File: config.mk
export PLATFORM = sky130hd
export DESIGN_NAME = key_click_classifier_flat
export DESIGN_NICKNAME = d
export VERILOG_FILES = /design/src/hdl/kcc_pkg.sv /design/src/hdl/kcc_if.sv /design/src/hdl/key_click_classifier.sv /design/src/hdl/kcc_lane.sv /design/src/hdl/kcc_merge.sv /design/src/flat_wrapper.sv
export SDC_FILE = /design/constraint.sdc
export NUM_CORES = 1
export LEC_CHECK = 0
export BUFFER_PORTS_ARGS = -buffer_cell sky130_fd_sc_hd__buf_2
export CELL_PAD_IN_SITES_DETAIL_PLACEMENT = 1
export CELL_PAD_IN_SITES_GLOBAL_PLACEMENT = 2
export CORE_ASPECT_RATIO = 2
export CORE_MARGIN = 4
export CORE_UTILIZATION = 40
export CTS_CLUSTER_SIZE = 28
export DETAILED_ROUTE_END_ITERATION = 16
export GPL_ROUTABILITY_DRIVEN = 0
export PLACE_DENSITY = 0.92
export SYNTH_ARGS = -nofsm -noshare
export SYNTH_HDL_FRONTEND = slang
export SYNTH_HIERARCHICAL = 1
export SYNTH_SLANG_ARGS = --single-unit
File: constraint.sdc
create_clock -name clk -period 6.5 [get_ports clk]
set_input_delay 1.3 -clock clk [delete_from_list [all_inputs] [get_ports clk]]
set_output_delay 1.3 -clock clk [all_outputs]
set_load 0.02 [all_outputs]
File: src/hdl/kcc_pkg.sv
// kcc_pkg: shared types and constants for the key click classifier.
// No dependencies; key_click_classifier, kcc_lane and kcc_merge refer to it by scoped names.

package kcc_pkg;

  localparam int LANES          = 4;
  localparam int CFG_W          = 16;
  localparam int CFG_IDX_W      = 2;
  localparam int TIMER_BITS_DEF = 16;

  localparam logic [CFG_W-1:0] DEBOUNCE_RST = 16'd30;
  localparam logic [CFG_W-1:0] POLL_RST     = 16'd30;
  localparam logic [CFG_W-1:0] LONG_RST     = 16'd600;
  localparam logic [CFG_W-1:0] REPEAT_RST   = 16'd250;

  typedef enum logic [1:0] {
    PH_IDLE     = 2'd0,
    PH_DEBOUNCE = 2'd1,
    PH_HELD     = 2'd2,
    PH_REPEAT   = 2'd3
  } phase_t;

  typedef enum logic [1:0] {
    EV_NONE  = 2'd0,
    EV_SHORT = 2'd1,
    EV_LONG  = 2'd2
  } ev_t;

  typedef enum logic [CFG_IDX_W-1:0] {
    REG_DEBOUNCE = 2'd0,
    REG_POLL     = 2'd1,
    REG_LONG     = 2'd2,
    REG_REPEAT   = 2'd3
  } cfg_reg_t;

endpackage

File: src/hdl/kcc_if.sv
// kcc_if: valid/ready channel interfaces for button requests and key events.
// Depends on nothing; used by key_click_classifier and its environment.

interface kcc_in_if;
  logic valid;
  logic ready;
  logic button_up;
  logic button_down;
  logic button_ok;
  logic button_esc;

  modport source (output valid, output button_up, output button_down,
                  output button_ok, output button_esc, input ready);
  modport sink   (input valid, input button_up, input button_down,
                  input button_ok, input button_esc, output ready);
endinterface

interface kcc_out_if;
  logic       valid;
  logic       ready;
  logic [1:0] event_up;
  logic [1:0] event_down;
  logic [1:0] event_ok;
  logic [1:0] event_esc;

  modport source (output valid, output event_up, output event_down,
                  output event_ok, output event_esc, input ready);
  modport sink   (input valid, input event_up, input event_down,
                  input event_ok, input event_esc, output ready);
endinterface

File: src/hdl/key_click_classifier.sv
// key_click_classifier: four-button short/long click qualifier, top level.
// Depends on kcc_pkg, kcc_if, kcc_lane and kcc_merge.
//
//   Channel   Dir  Handshake          Carries
//   in_req    in   valid/ready        button_up, button_down, button_ok, button_esc
//   out_res   out  valid/ready        event_up, event_down, event_ok, event_esc
//   cfg_*     in   cfg_we only        cfg_idx selects register, cfg_data 16 bits
//
// One request per clock while in_req.ready is high; the lanes update in the
// accepting cycle and the result is registered in the output or skid register.
// A skid register keeps in_req.ready high while only the output register is stalled;
// ready drops only when both output and skid registers hold results.
// rst_n is synchronous: lanes go idle, counters clear, registers take defaults.

module key_click_classifier #(
  parameter int TIMER_BITS = kcc_pkg::TIMER_BITS_DEF
) (
  input  logic                          clk,
  input  logic                          rst_n,
  kcc_in_if.sink                        in_req,
  kcc_out_if.source                     out_res,
  input  logic                          cfg_we,
  input  logic [kcc_pkg::CFG_IDX_W-1:0] cfg_idx,
  input  logic [kcc_pkg::CFG_W-1:0]     cfg_data
);

  // Compare width covers both the register and the counter.
  localparam int WW = (TIMER_BITS > kcc_pkg::CFG_W) ? TIMER_BITS : kcc_pkg::CFG_W;
  localparam logic [WW-1:0] CMAX = WW'({TIMER_BITS{1'b1}});
  localparam logic [WW-1:0] LMAX = CMAX - WW'(1);

  logic [kcc_pkg::CFG_W-1:0] debounce_r, poll_r, long_r, repeat_r;
  logic [WW-1:0]             deb_w, poll_w, long_w, rep_w;
  logic [TIMER_BITS-1:0]     deb_lim, poll_lim, long_lim, rep_lim;

  logic                      acc;
  logic [kcc_pkg::LANES-1:0] pressed;
  kcc_pkg::ev_t              lane_ev [kcc_pkg::LANES];
  kcc_pkg::ev_t              out_ev  [kcc_pkg::LANES];

  // Configuration registers; the user must write them only while the block is idle, the block does not enforce it.
  always_ff @(posedge clk) begin
    if (!rst_n) begin
      debounce_r <= kcc_pkg::DEBOUNCE_RST;
      poll_r     <= kcc_pkg::POLL_RST;
      long_r     <= kcc_pkg::LONG_RST;
      repeat_r   <= kcc_pkg::REPEAT_RST;
    end else if (cfg_we) begin
      unique case (kcc_pkg::cfg_reg_t'(cfg_idx))
        kcc_pkg::REG_DEBOUNCE: debounce_r <= cfg_data;
        kcc_pkg::REG_POLL:     poll_r     <= cfg_data;
        kcc_pkg::REG_LONG:     long_r     <= cfg_data;
        kcc_pkg::REG_REPEAT:   repeat_r   <= cfg_data;
        default: ;
      endcase
    end
  end

  // Clamp thresholds to what the counters can reach. The long threshold is
  // a strict compare, so it stops one short of the counter maximum.
  assign deb_w    = WW'(debounce_r);
  assign poll_w   = WW'(poll_r);
  assign long_w   = WW'(long_r);
  assign rep_w    = WW'(repeat_r);
  assign deb_lim  = TIMER_BITS'((deb_w  > CMAX) ? CMAX : deb_w);
  assign poll_lim = TIMER_BITS'((poll_w > CMAX) ? CMAX : poll_w);
  assign long_lim = TIMER_BITS'((long_w > LMAX) ? LMAX : long_w);
  assign rep_lim  = TIMER_BITS'((rep_w  > CMAX) ? CMAX : rep_w);

  assign acc     = in_req.valid && in_req.ready;
  assign pressed = {in_req.button_esc, in_req.button_ok,
                    in_req.button_down, in_req.button_up};

  // One lane per button: up, down, ok, escape.
  for (genvar k = 0; k < kcc_pkg::LANES; k++) begin : g_lane
    kcc_lane #(
      .TIMER_BITS (TIMER_BITS)
    ) u_lane (
      .clk      (clk),
      .rst_n    (rst_n),
      .adv      (acc),
      .pressed  (pressed[k]),
      .deb_lim  (deb_lim),
      .poll_lim (poll_lim),
      .long_lim (long_lim),
      .rep_lim  (rep_lim),
      .ev       (lane_ev[k])
    );
  end

  kcc_merge u_merge (
    .clk       (clk),
    .rst_n     (rst_n),
    .acc       (acc),
    .lane_ev   (lane_ev),
    .out_ready (out_res.ready),
    .out_valid (out_res.valid),
    .in_ready  (in_req.ready),
    .out_ev    (out_ev)
  );

  assign out_res.event_up   = 2'(out_ev[0]);
  assign out_res.event_down = 2'(out_ev[1]);
  assign out_res.event_ok   = 2'(out_ev[2]);
  assign out_res.event_esc  = 2'(out_ev[3]);

endmodule

File: src/hdl/kcc_lane.sv
// kcc_lane: per-button phase machine with saturating interval and hold counters.
// Depends on kcc_pkg.

module kcc_lane #(
  parameter int TIMER_BITS = kcc_pkg::TIMER_BITS_DEF
) (
  input  logic                  clk,
  input  logic                  rst_n,
  input  logic                  adv,
  input  logic                  pressed,
  input  logic [TIMER_BITS-1:0] deb_lim,
  input  logic [TIMER_BITS-1:0] poll_lim,
  input  logic [TIMER_BITS-1:0] long_lim,
  input  logic [TIMER_BITS-1:0] rep_lim,
  output kcc_pkg::ev_t          ev
);

  kcc_pkg::phase_t       phase_r, phase_nxt;
  logic [TIMER_BITS-1:0] ic_r, ic_nxt, hc_r, hc_nxt;
  logic [TIMER_BITS-1:0] ic_inc, hc_inc;

  assign ic_inc = (ic_r == '1) ? ic_r : ic_r + 1'b1;
  assign hc_inc = (hc_r == '1) ? hc_r : hc_r + 1'b1;

  always_comb begin
    phase_nxt = phase_r;
    ic_nxt    = ic_inc;
    hc_nxt    = hc_inc;
    ev        = kcc_pkg::EV_NONE;
    unique case (phase_r)
      kcc_pkg::PH_IDLE: begin
        ic_nxt = '0;
        hc_nxt = '0;
        if (pressed) begin
          phase_nxt = kcc_pkg::PH_DEBOUNCE;
        end
      end
      kcc_pkg::PH_DEBOUNCE: begin
        if (ic_inc >= deb_lim) begin
          ic_nxt    = '0;
          phase_nxt = pressed ? kcc_pkg::PH_HELD : kcc_pkg::PH_IDLE;
        end
      end
      kcc_pkg::PH_HELD: begin
        if (ic_inc >= poll_lim) begin
          ic_nxt = '0;
          if (!pressed) begin
            ev        = kcc_pkg::EV_SHORT;
            phase_nxt = kcc_pkg::PH_IDLE;
          end else if (hc_inc > long_lim) begin
            ev        = kcc_pkg::EV_LONG;
            phase_nxt = kcc_pkg::PH_REPEAT;
          end
        end
      end
      kcc_pkg::PH_REPEAT: begin
        if (ic_inc >= rep_lim) begin
          ic_nxt = '0;
          if (pressed) begin
            ev = kcc_pkg::EV_LONG;
          end else begin
            phase_nxt = kcc_pkg::PH_IDLE;
          end
        end
      end
      default: begin
        phase_nxt = kcc_pkg::PH_IDLE;
      end
    endcase
  end

  always_ff @(posedge clk) begin
    if (!rst_n) begin
      phase_r <= kcc_pkg::PH_IDLE;
      ic_r    <= '0;
      hc_r    <= '0;
    end else if (adv) begin
      phase_r <= phase_nxt;
      ic_r    <= ic_nxt;
      hc_r    <= hc_nxt;
    end
  end

endmodule

File: src/hdl/kcc_merge.sv
// kcc_merge: gathers the lane events into one result and holds it in an
// output register backed by a skid register. Depends on kcc_pkg.

module kcc_merge (
  input  logic         clk,
  input  logic         rst_n,
  input  logic         acc,
  input  kcc_pkg::ev_t lane_ev [kcc_pkg::LANES],
  input  logic         out_ready,
  output logic         out_valid,
  output logic         in_ready,
  output kcc_pkg::ev_t out_ev [kcc_pkg::LANES]
);

  logic         out_valid_r, skid_valid_r;
  kcc_pkg::ev_t out_data_r  [kcc_pkg::LANES];
  kcc_pkg::ev_t skid_data_r [kcc_pkg::LANES];
  logic         pop;

  assign pop       = out_valid_r && out_ready;
  assign out_valid = out_valid_r;
  assign in_ready  = !skid_valid_r;
  assign out_ev    = out_data_r;

  always_ff @(posedge clk) begin
    if (!rst_n) begin
      out_valid_r  <= 1'b0;
      skid_valid_r <= 1'b0;
    end else if (skid_valid_r) begin
      if (pop) begin
        out_valid_r  <= 1'b1;
        skid_valid_r <= 1'b0;
      end
    end else if (acc) begin
      if (!out_valid_r || pop) begin
        out_valid_r <= 1'b1;
      end else begin
        skid_valid_r <= 1'b1;
      end
    end else if (pop) begin
      out_valid_r <= 1'b0;
    end
  end

  always_ff @(posedge clk) begin
    if (skid_valid_r) begin
      if (pop) begin
        out_data_r <= skid_data_r;
      end
    end else if (acc) begin
      if (!out_valid_r || pop) begin
        out_data_r <= lane_ev;
      end else begin
        skid_data_r <= lane_ev;
      end
    end
  end

endmodule

File: src/flat_wrapper.sv
// flat-port wrapper written by rule: the top's interface ports become plain ports
module key_click_classifier_flat 
#(
  parameter int TIMER_BITS = kcc_pkg::TIMER_BITS_DEF
)
  (clk, rst_n, cfg_we, cfg_idx, cfg_data, in_req_valid, in_req_button_up, in_req_button_down, in_req_button_ok, in_req_button_esc, in_req_ready, out_res_valid, out_res_event_up, out_res_event_down, out_res_event_ok, out_res_event_esc, out_res_ready);
  kcc_in_if in_req_i ();
  kcc_out_if out_res_i ();
  input  logic clk;
  input  logic rst_n;
  input  logic cfg_we;
  input  logic [kcc_pkg::CFG_IDX_W-1:0] cfg_idx;
  input  logic [kcc_pkg::CFG_W-1:0] cfg_data;
  input wire logic [$bits(in_req_i.valid)-1:0] in_req_valid;
  input wire logic [$bits(in_req_i.button_up)-1:0] in_req_button_up;
  input wire logic [$bits(in_req_i.button_down)-1:0] in_req_button_down;
  input wire logic [$bits(in_req_i.button_ok)-1:0] in_req_button_ok;
  input wire logic [$bits(in_req_i.button_esc)-1:0] in_req_button_esc;
  output wire logic [$bits(in_req_i.ready)-1:0] in_req_ready;
  output wire logic [$bits(out_res_i.valid)-1:0] out_res_valid;
  output wire logic [$bits(out_res_i.event_up)-1:0] out_res_event_up;
  output wire logic [$bits(out_res_i.event_down)-1:0] out_res_event_down;
  output wire logic [$bits(out_res_i.event_ok)-1:0] out_res_event_ok;
  output wire logic [$bits(out_res_i.event_esc)-1:0] out_res_event_esc;
  input wire logic [$bits(out_res_i.ready)-1:0] out_res_ready;
  assign in_req_i.valid = in_req_valid;
  assign in_req_i.button_up = in_req_button_up;
  assign in_req_i.button_down = in_req_button_down;
  assign in_req_i.button_ok = in_req_button_ok;
  assign in_req_i.button_esc = in_req_button_esc;
  assign in_req_ready = in_req_i.ready;
  assign out_res_valid = out_res_i.valid;
  assign out_res_event_up = out_res_i.event_up;
  assign out_res_event_down = out_res_i.event_down;
  assign out_res_event_ok = out_res_i.event_ok;
  assign out_res_event_esc = out_res_i.event_esc;
  assign out_res_i.ready = out_res_ready;
  key_click_classifier #(.TIMER_BITS(TIMER_BITS)) u_core (.clk(clk), .rst_n(rst_n), .in_req(in_req_i), .out_res(out_res_i), .cfg_we(cfg_we), .cfg_idx(cfg_idx), .cfg_data(cfg_data));
endmodule
## Word level (Yosys, flattened, before mapping)

Index checks and enable logic that the tools add are counted.

| word-level totals | value |
|---|---|
| bits in registers | 218 |
| input port bits | 27 |
| output and inout port bits | 10 |

| cells by class | value |
|---|---|
| $add $sub $neg | 8 |
| magnitude comparators | 20 |
| equality and inequality tests | 49 |
| multiplexer cells | 101 |
| bitwise logic cells | 2 |
| reductions and logical operators | 24 |

Operators with widths:

| cell | number |
|---|---|
| 16-bit two-way mux | 28 |
| 16-bit one-hot mux with 4 select lines | 4 |
| 16-bit >= comparator | 12 |
| 16-bit by 1-bit adder with 16-bit output, second input constant | 8 |
| 16-bit == test, second input constant | 8 |
| 2-bit two-way mux | 48 |
| 16-bit greater-than comparator | 4 |
| 16-bit greater-than comparator, second input constant | 4 |
| 2-bit inequality test, second input constant | 20 |
| 8-bit two-way mux | 4 |
| 2-bit one-hot mux with 4 select lines | 4 |
| 7-bit AND reduction | 4 |
| 2-bit == test, second input constant | 10 |
| 2-bit one-hot mux with 2 select lines | 4 |
| 3-bit inequality test, second input constant | 5 |
| 2-bit by 1-bit == test with 1-bit output, second input constant | 5 |
| 2-bit zero test | 5 |
| 1-bit two-way mux | 9 |
| 3-bit AND reduction | 3 |
| 2-bit AND reduction | 4 |
| 2-bit nonzero test | 3 |
| 1-bit logical AND | 2 |
| 1-bit zero test | 2 |
| 2-bit by 1-bit inequality test with 1-bit output, second input constant | 1 |
| other kinds (2) | 3 |

## Longest topological paths before layout

| depth | value |
|---|---|
| word-level depth | 10 |
| depth in mapped cells | 18 |
| mapped depth without buffers | 16 |

## Modules after synthesis

Netlist, hierarchy kept.

By module, submodules not included:

| module | times used | cells an instance | area an instance (µm²) |
|---|---|---|---|
| kcc_lane at u_core.g_lane[0].u_lane ... | 3 | 478 | 3651.0 |
| kcc_lane at u_core.g_lane[3].u_lane | 1 | 471 | 3641.0 |
| key_click_classifier | 1 | 307 | 2497.4 |
| kcc_merge | 1 | 39 | 694.4 |

## Least setup slack after synthesis

Ideal clock, no wire load.

| timing | value |
|---|---|
| path type | reg-to-reg |
| start | register u_core.g_lane[3].u_lane.ic_r[3] |
| end | register u_core.g_lane[3].u_lane.ic_r[5] |
| data arrival time | 3.383 ns |
| required time | 6.438 ns |
| setup slack | 3.055 ns |
| cell stages (with the launch flop) | 14 |
| path through | dfxtp_1 > and3_1 > and4_1 > nand4_1 > clkbuf_1 > xnor2_1 > ha_1 > nand2b_4 > a2111oi_4 > o31ai_1 > a2111o_1 > o211ai_4 > or4b_1 > nand3_1 |

| between the ends | value |
|---|---|
| cells in the longest elaborated chain, start to end | 5 |

RTL lines:

| element | RTL line | source |
|---|---|---|
| start: declaration | kcc_lane.sv:19 | `logic [TIMER_BITS-1:0] ic_r, ic_nxt, hc_r, hc_nxt;` |
| start signal: assignment | kcc_lane.sv:79 | `ic_r <= ic_nxt;` |
| 16-bit by 1-bit adder with 16-bit output / 16-bit == test (equally long branches) | kcc_lane.sv:22 | `assign ic_inc = (ic_r == '1) ? ic_r : ic_r + 1'b1;` |
| 16-bit two-way mux * | kcc_lane.sv:22 |  |
| 16-bit >= comparator (on tied branches) | kcc_lane.sv:57, kcc_lane.sv:39, kcc_lane.sv:45 |  |
| 16-bit two-way mux (on tied branches) | kcc_lane.sv:57, kcc_lane.sv:39, kcc_lane.sv:45 |  |
| 16-bit one-hot mux with 4 select lines * | kcc_lane.sv:30 | `unique case (phase_r)` |

Every way passes the cells marked *; elsewhere a longest branch is shown, timed or not.
A chain may end at the register's enable or synchronous reset.

## Worst setup path after layout

Ends and elaborated chain as after synthesis.

==> out/metrics.csv <==
metric,value,unit
synth_nets,2542,
final_area,19100,um^2
drive_gt1_share,6.58,%
synth.largest_area_cell,dfxtp_1,
p_per_area,173,nW/um^2
wl_per_cell,22.4,um
synth_compound_area_share,19.4,%
die_w,157,um
antenna_found_initial,1,
synth_ff_type,dfxtp_1,
cap_violations,0,
htreeDepth,1,
cts_num_sinks,218,
finish.net_count,2525,
syn_inst,2251,
hold_path.class,reg -> reg,
dr.pass1.iters,5,
grt_max_degree,76,
critPathKind,reg -> reg,
tightestPinTransition,1150,ps
synth_cell_types,79,
synth_xor_area_share,5.17,%
synth_top_area_share,22.7,%
crit_path_start_kind,flop,
synth_area,17800,um^2
clock_latency,560,ps
cts_resized,0,
synth_top_family_by_area,simple AND/OR/NAND/NOR gates,
area_growth,7.21,%
slew_headroom,23.5,%
synth_edf_count,16,
antenna_left,0,
overflow,0,
die_y,306,um
worstPathMaxFanout,19,
synthArstFlopShare,0,%
dieArea,48100,um^2
clk_pin_slew_worst_paths,60,ps
fmaxAchievable,0.222,GHz
r2r_start,u_core/g_lane[3].u_lane/ic_r[3]$_SDFFE_PN0P_,
cellLeakagePower,8.54,nW
yosys-mux-area-fraction,1.31,%
viasPerCell,5.94,
placement.io_buffers,36,
synth_adder_area_share,18.6,%
skew,15.1,ps
clockBufferDepth,3,
synth.top_cells.by_area,"dfxtp_1, ha_1, inv_1",
status,"complete, no violations",
num_vias,16700,
ys_warn_count,6,
rsz0062_at_grt,false,
num_rows,109,
drv_slew,0,
crit_start,u_core/g_lane[3].u_lane/ic_r[3]$_SDFFE_PN0P_,
ys_seq_area_share,25.4,%
hold_start,u_core/long_r[0]$_SDFFE_PN0P_,
ys_seq_elements,218,
cts_tree,done,
utilization,43.3,%
hpwl,50100,um
routed_wl,62900,um
rr_worst_depth,12,
setup_violations,0,
drc,0,
root_buffer,clkbuf_16,
min_period,4510,ps
avgSynthCellArea,7.90,um^2
worst_ep_required_time,6990,ps
initial_core_util,40.4,%
placed_cell_area,18300,um^2
hold_viol_final,0,
core,44100,um^2
grt_pass1_wl,97300,um
ir_drop,190,uV
synth-simple-area-share,21.7,%
grt_usage,25.6,%
fin_tns_setup,0,ps
grt_pass1_vias,17900,
end_kind,flop,
hold_buffers,0,
post-cts-setup-buffer-count,0,
finalCritPeriodShare,69.3,%
cp.arrival,5000,ps
io_pins,37,
cts_made_buffers,22,
drt_iter0_drc,684,
hold_depth,2,
-- cells in the final DEF, fill, tap and decap left out, types with 21 or more instances in the layout --
cell type,count
ha_1,264
nand4_1,44
a21boi_0,42
xnor2_1,66
a211oi_1,21
nand3_1,105
nand2_1,276
o21a_1,29
inv_1,284
o21ai_0,91
and3_1,27
a32o_1,33
a21oi_1,139
nor2_1,145
dfxtp_1,202
nor3_1,28
o31ai_1,30
buf_2,36
xor2_1,39
clkbuf_16,22
-- per-layer routing --
layer | track usage [%] | up-vias | routed length, um
met1 | 25.4 | 8214 | 22400
met2 | 48.8 | 359 | 33400
met5 | 0 | - | 0
met4 | 17.2 | 0 | 5140
met3 | 2.73 | 220 | 2000
li1 | - | 7880 | -
-- per-stage QoR --
step / std cells / setup slack (ps) / power, mW / hold slack [ps]
floorplan: 2251 / 3060 / 1.75 / 444
global placement: 2765 / 2180 / 1.90 / 466
detailed placement: 2765 / 2050 / 1.92 / 473
CTS: 2805 / 2020 / 3.33 / 483
global route: 2805 / 1650 / 3.43 / 520
finish: 2806 / 1990 / 3.30 / 483
-- worst max-delay path: stages (launching register included) --
cell       delay [ps]
dfxtp_1           400
and3_1            240
and4_1            300
nand4_1           450
xnor2_1           620
ha_1              330
nand2b_1          150
a2111oi_2         380
nor3_1            110
o31a_1            360
o211ai_4          520
or4b_1            490
nand3_1            90
-- area by class of cell --
class	instances	area, um^2
clock buffers	27	579
well taps	555	694
clock inverters	13	181
diodes	1	2.50
repair buffers	46	255
multi-input cells	1661	11800
fillers	5382	25000
inverters	285	1070
flip-flops and latches	218	4520
-- synthesized netlist by cell type, drive strengths merged, types with 21 or more instances --
library cell	instances
inv	285
nand2	276
ha	264
dfxtp	202
nor2	153
a21oi	139
nand3	105
o21ai	102
xnor2	66
clkbuf	50
nand4	50
a21boi	49
xor2	39
buf	37
a32o	33
o31ai	33
nor3	31
o21a	29
and3	27
and4	27
a211oi	21
-- where the power goes --
group / internal (mW) / total, mW / switching (mW)
logic: 0.145 / 0.431 / 0.286
registers: 1.39 / 1.47 / 0.0805
clock network: 0.799 / 1.40 / 0.605
-- kinds of logic (layout without fill, tap and decap cells) --
group,after synthesis,in the layout
flip-flops,218,218
AND/OR/NAND/NOR,763,763
AO/OA/AOI/OAI,508,508
buffers and inverters,372,371
adder cells (fa/ha/maj),264,264
XOR/XNOR,105,105
other,0,1
multiplexers,21,21
-- path summary, 6_finish.rpt --
| check | endpoint | slack [ps] |
|---|---|---|
| worst max-delay path | u_core/g_lane[3].u_lane/ic_r[5]$_SDFFE_PN0P_ | 1990 |
| worst min-delay path | u_core/long_r[0]$_SDFFE_PN0P_ | 480 |
| worst max register to register | u_core/g_lane[3].u_lane/ic_r[5]$_SDFFE_PN0P_ | 1990 |
| worst min register to register | u_core/long_r[0]$_SDFFE_PN0P_ | 480 |
-- flip-flops by register name (all words and copies together) (netlist names), 8 cells and up --
signal                        flops
u_core/g_lane.u_lane/phase_r      8
u_core/long_r                    16
u_core/g_lane.u_lane/ic_r        64
u_core/g_lane.u_lane/hc_r        64
u_core/u_merge/skid_data_r        8
u_core/u_merge/out_ev             8
u_core/rep_w                     16
u_core/deb_w                     16
u_core/poll_r                    16
Note: power is estimated with default switching activity, not from simulation.
